File: config.mk
export PLATFORM = sky130hd
export DESIGN_NAME = mgfw_queue
export DESIGN_NICKNAME = d
export VERILOG_FILES = /design/src/rtl/core/mgfw_pkg.sv /design/src/rtl/core/mgfw_queue.sv
export SDC_FILE = /design/constraint.sdc
export NUM_CORES = 1
export LEC_CHECK = 0
export BUFFER_PORTS_ARGS = -buffer_cell sky130_fd_sc_hd__buf_2
export CORE_MARGIN = 5
export CORE_UTILIZATION = 55
export DETAILED_ROUTE_END_ITERATION = 12
export PLACE_DENSITY = 0.77
export SLEW_MARGIN = 20
export SYNTH_ARGS = -nofsm -noshare
export SYNTH_HDL_FRONTEND = slang
export SYNTH_SLANG_ARGS = --single-unit
File: constraint.sdc
create_clock -name clk -period 2.1 [get_ports clk]
set_clock_uncertainty 0.2 [all_clocks]
set_input_delay 0.315 -clock clk [delete_from_list [all_inputs] [get_ports clk]]
set_output_delay 0.315 -clock clk [all_outputs]
set_load 0.01 [all_outputs]
File: src/rtl/core/mgfw_pkg.sv
package mgfw_pkg;

  // Sample and accumulator widths. Full weighting sums 27 samples whose weights
  // total 64, so six guard bits keep the sum exact before the final shift.
  localparam int SAMPLE_W   = 32;
  localparam int FRAC_SHIFT = 6;
  localparam int ACC_W      = SAMPLE_W + FRAC_SHIFT;

  // Level register.
  localparam int                      FINE_LEVEL_W     = 3;
  localparam logic [FINE_LEVEL_W-1:0] FINE_LEVEL_RESET = 3'd5;
  localparam int                      LEVEL_MIN        = 2;

  // Depth of the output queue; a power of two.
  localparam int QUEUE_DEPTH = 4;

  // One fine sample word.
  typedef struct packed {
    logic signed [SAMPLE_W-1:0] residual_sample;
    logic                       grid_start;
  } sample_word_t;

  // One coarse result word.
  typedef struct packed {
    logic signed [SAMPLE_W-1:0] coarse_value;
    logic                       grid_last;
  } coarse_word_t;

endpackage

File: src/rtl/core/mgfw_queue.sv
module mgfw_queue (
  input  logic                   clk,
  input  logic                   rst,
  input  logic                   push,
  input  mgfw_pkg::coarse_word_t push_word,
  input  logic                   pop,
  output logic                   valid,
  output mgfw_pkg::coarse_word_t head_word
);

  import mgfw_pkg::*;

  localparam int PTR_W = $clog2(QUEUE_DEPTH);

  coarse_word_t     slots [QUEUE_DEPTH];
  logic [PTR_W-1:0] wr_ptr;
  logic [PTR_W-1:0] rd_ptr;
  logic [PTR_W:0]   count;

  // Pointers and fill count.
  always_ff @(posedge clk) begin
    if (rst) begin
      wr_ptr <= '0;
      rd_ptr <= '0;
      count  <= '0;
    end else begin
      if (push) begin
        wr_ptr <= wr_ptr + PTR_W'(1);
      end
      if (pop) begin
        rd_ptr <= rd_ptr + PTR_W'(1);
      end
      case ({push, pop})
        2'b10:   count <= count + (PTR_W+1)'(1);
        2'b01:   count <= count - (PTR_W+1)'(1);
        default: count <= count;
      endcase
    end
  end

  // Word storage.
  always_ff @(posedge clk) begin
    if (push) begin
      slots[wr_ptr] <= push_word;
    end
  end

  assign valid     = (count != '0);
  assign head_word = slots[rd_ptr];

endmodule

Word-level counts from Yosys, hierarchy flattened
Memories as Yosys holds them, arrays and structs flattened. A register that Yosys moved wholly into a read port is not among the register bits.
Cells that the tools add are included.
{"block": "word_totals", "regBits": 7, "ramBits": 132, "input_bits": 37, "out_inout_bits": 34, "word_cells": 17, "n_memories": 1}
{"block": "op_classes", "addsub": 4, "n_eq_ne": 2, "mux": 5, "n_reduce_logical": 2}
{"memory": "slots", "depth": 4, "width": 33, "read_ports": 1, "rd_ports_with_merged_regs": 1, "write_ports": 1, "line_no": "mgfw_queue.sv:15", "text": "coarse_word_t slots [QUEUE_DEPTH];"}
{"op": "$pmux W3 S2", "n": 1}
{"op": "$add A2 B1 Y2 const B", "n": 2}
{"op": "$mux W2", "n": 2}
{"op": "$add A3 B1 Y3 const B", "n": 1}
{"op": "$reduce_bool A3 Y1", "n": 1}
{"op": "$sub A3 B1 Y3 const B", "n": 1}
{"op": "$eq A2 B1 Y1 const B", "n": 1}
{"op": "$eq A2 B2 Y1 const B", "n": 1}
{"op": "$mux W1", "n": 2}
{"op": "$reduce_bool A2 Y1", "n": 1}

Longest topological paths before layout
{"block": "logic_depth", "ltp_word": 3, "ltp_mapped": 6, "depth_no_buf": 6}

Worst setup path before layout
OpenSTA, ideal clock, no wires.
{"block": "synth_path", "kind": "reg2reg", "start": "register wr_ptr[0]", "end": "memory slots[2][0] (netlist name) (enable)", "setup_time_ns": 0.393, "arrival_ns": 1.354, "required_ns": 1.507, "setup_slack_ns": 0.153, "stages_incl_launch_ff": 4, "path_buffers": 0, "synth_period_minus_slack_ns": 1.947, "path_cell_list": "dfxtp_1 inv_1 ha_1 and2_1"}
{"item": "start: declaration", "line_no": "mgfw_queue.sv:16", "text": "logic [PTR_W-1:0] wr_ptr;"}
{"item": "start signal: assignment", "line_no": "mgfw_queue.sv:28", "text": "wr_ptr <= wr_ptr + PTR_W'(1);"}
{"item": "end: declaration", "line_no": "mgfw_queue.sv:15"}
No word-level cell before the write port.

==> results.cfg <==
[run_status]
outcome = finished, violations left
violations = negative setup slack

[power]
power_density_nw_per_um2 = 988
combinational_share_of_power = 0.118
switching_share = 0.218
power.share.sequential = 0.479
vdd_drop_max_uv = 623
internal-power_mw = 5.35
netSwitchingPower_mw = 1.50
clock_power_share = 0.402
p_leak_nw = 2.42
total_design_power_mw = 6.85

[placement]
placedCellCount = 412
placement.io_buffers = 70
placed_area_um2 = 5770
placement_setup_slack_ns = 0.0908
gp_congestion = 0.725
hpwl_um = 5010

[worst_setup_path]
worstPathBufferInverterCount = 3
slowest_stage = sky130_fd_sc_hd__mux4_2
timing.critical_path.required_ns = 1.58
arrival_ns = 1.85
endpoint_kind = primary output
critPathMaxStageDelay_ns = 0.52
crit_path_cells = buf_12 -> clkbuf_16 -> mux4_2 -> buf_6
critical_path_peak_fanout = 5
timing.setup.critical_path_class = register to primary output
cp_top_family = multiplexers
setup.worst_path.start_class = register

[global_routing]
number_of_global_route_vias_before_repair = 2797
globalRouteOverflowTotal = 0
grt_max_degree = 34
grt_first_pass_wirelength_um = 15500
grt_util_all_layers = 0.189
antenna_violations_before_repair = 0

[sta]
setup_viol_count_final = 33
timing.slew.headroom = 0.417
achievable-frequency_ghz = 0.423
setup_ws_ns = -0.266
final.period_utilization = 1.13
final_hold_viol_count = 0
timing_max_transition_violations_final = 0
whs_ns = 0.323
rsz0062_at_grt = yes
setup_tns_ns = -5.95
worst_pin_slew_ns = 0.874
finalCriticalPeriod_ns = 2.37

[job]
max-cap-violations = 0

[logic_synthesis]
ys_seq_area_frac = 0.793
synth.yosys.warnings = 0
synthesis.instances = 215
synth_cell_types = 20
synth_net_count = 258
synth.ff_latch_count = 141
syn-cell-area_um2 = 5230
mapped_avg_cell_area_um2 = 24.3

[clock_network]
cts_tree = yes
clock_insertion_delay_worst_skew_ns = 0.51
reg_clk_slew_reported_paths_ns = 0.06
cts.htree.levels = 4
ctsRootBufferMaster = sky130_fd_sc_hd__clkbuf_8
cts.sinks = 141
cts_buffer_depth = 2
cts_buffers = 17

[cells_and_area]
insertedDiodeCount = 0
drive_above_1_share = 0.416
final-instance-count-excl-fill = 485
fillerInstances = 528
nNetsFinal = 386
stdcell_area_um2 = 6930
synthToLayoutAreaGrowth_pct = 32.5
final_design_utilization = 0.750

[floorplan]
design.die.area_um2 = 11600
die_width_um = 107
number_of_rows_in_the_core_area = 35
initial_utilization = 0.566
die_height_um = 107
num_io_pins = 71
placeableCoreArea_um2 = 9240

[detailed_routing]
wl_um = 10200
drt-vias-per-instance = 5.35
route.vias.total = 2596
drt_iter0_markers = 155
first_pass_drt_iterations = 4
route.antenna.remaining_nets = 0
drc = 0
wire_per_inst_um = 21.1

[min_path]
hold_path.class = register to register
[power by group through the flow]
| stage | combinational [mW] | sequential [mW] | clock, mW |
|---|---|---|---|
| after floorplan | 0.390 | 3.31 | 0 |
| after global placement | 0.602 | 3.32 | 0 |
| after detailed placement | 0.610 | 3.33 | 0 |
| after CTS | 0.772 | 3.28 | 2.75 |
| after global routing | 0.870 | 3.29 | 2.94 |
| final | 0.810 | 3.28 | 2.75 |
[kinds of logic after synthesis]
| kind of cell | after synthesis | synth area share |
|---|---|---|
| XOR/XNOR | 5 | 0.00838 |
| flip-flops | 141 | 0.793 |
| multiplexers | 35 | 0.148 |
| buffers and inverters | 12 | 0.0201 |
| AND/OR/NAND/NOR | 14 | 0.0129 |
| adder cells (fa/ha/maj) | 6 | 0.0158 |
| AO/OA/AOI/OAI | 2 | 0.00191 |
[layout by cell type (no fill, tap or decap), types with 3 or more instances in the layout]
cell type / synthesis / layout
sky130_fd_sc_hd__and2_2: 0 / 4
sky130_fd_sc_hd__buf_12: 3 / 8
sky130_fd_sc_hd__buf_2: 3 / 44
sky130_fd_sc_hd__buf_6: 1 / 25
sky130_fd_sc_hd__clkbuf_16: 0 / 17
sky130_fd_sc_hd__clkinv_1: 0 / 3
sky130_fd_sc_hd__clkinv_2: 0 / 3
sky130_fd_sc_hd__clkinvlp_4: 0 / 4
sky130_fd_sc_hd__dfxtp_1: 9 / 7
sky130_fd_sc_hd__dlygate4sd3_1: 0 / 37
sky130_fd_sc_hd__edfxtp_1: 132 / 132
sky130_fd_sc_hd__ha_1: 5 / 5
sky130_fd_sc_hd__inv_1: 3 / 3
sky130_fd_sc_hd__mux4_2: 30 / 33
sky130_fd_sc_hd__nor2_1: 7 / 7
sky130_fd_sc_hd__xnor2_1: 3 / 3
[registers in the layout, indices dropped and copies added, names as in the netlist, named ones only]
signal	flops
count	3
rd_ptr	2
wr_ptr	2
slots	132
[metal layers]
metal	global-route usage	up-vias	wire [um]	share of wire
li1	-	1153	-	-
met1	0.231	1337	4030	0.39
met2	0.324	95	5540	0.54
met3	0.0516	11	507	0.050
met4	0.0676	0	153	0.015
met5	0	-	0	0
[synthesized netlist by cell type]
cell type / instances / area share
sky130_fd_sc_hd__a21oi_1: 1 / 0.00096
sky130_fd_sc_hd__and2_1: 4 / 0.0048
sky130_fd_sc_hd__buf_12: 3 / 0.011
sky130_fd_sc_hd__buf_2: 3 / 0.0029
sky130_fd_sc_hd__buf_6: 1 / 0.0022
sky130_fd_sc_hd__clkbuf_1: 2 / 0.0014
sky130_fd_sc_hd__dfxtp_1: 9 / 0.034
sky130_fd_sc_hd__edfxtp_1: 132 / 0.76
sky130_fd_sc_hd__fa_1: 1 / 0.0038
sky130_fd_sc_hd__ha_1: 5 / 0.012
sky130_fd_sc_hd__inv_1: 3 / 0.0022
sky130_fd_sc_hd__mux2i_1: 2 / 0.0038
sky130_fd_sc_hd__mux4_1: 3 / 0.015
sky130_fd_sc_hd__mux4_2: 30 / 0.13
sky130_fd_sc_hd__nand2_1: 1 / 0.00072
sky130_fd_sc_hd__nor2_1: 7 / 0.0050
sky130_fd_sc_hd__o21ai_0: 1 / 0.00096
sky130_fd_sc_hd__or3_1: 2 / 0.0024
sky130_fd_sc_hd__xnor2_1: 3 / 0.0050
sky130_fd_sc_hd__xor2_1: 2 / 0.0034
[final cells by class]
type                       instances  area [um2]  share of cell area
clock inverter                    13         125              0.0181
clock buffer                      19         422              0.0609
multi-input combinational         62         976               0.141
sequential                       141        4150               0.599
inverter                           3        11.3             0.00163
tap                              129         161              0.0233
timing repair buffer             118        1080               0.156
[repair_timing]
item                                   4_1_cts  5_1_grt
hold buffers                                37        0
setup endpoints to repair                   33       34
resized for setup                           21       14
buffers inserted                             2        1
gates cloned                                 2        1
endpoints found under the hold margin      141        0
pin swaps                                    0        0
[worst paths after layout]
| path | startpoint | end | slack, ns | cells after the start |
|---|---|---|---|---|
| max | register | head_word[25] | -0.27 | 4 |
| min | count[2] | count[2] | 0.32 | 2 |
| max reg2reg | wr_ptr[0] | slots[2][12] | 0.21 | 3 |
| min reg2reg | count[2] | count[2] | 0.32 | 2 |
[worst reg2reg max path, delay by kind of cell, from the launching register on]
family / cells / cell delay [ns]
adder cells (fa/ha/maj): 1 / 0.14
flip-flops: 1 / 0.34
AND/OR/NAND/NOR: 1 / 0.72
buffers and inverters: 1 / 0.09
Note: power is estimated with default switching activity, not from simulation.
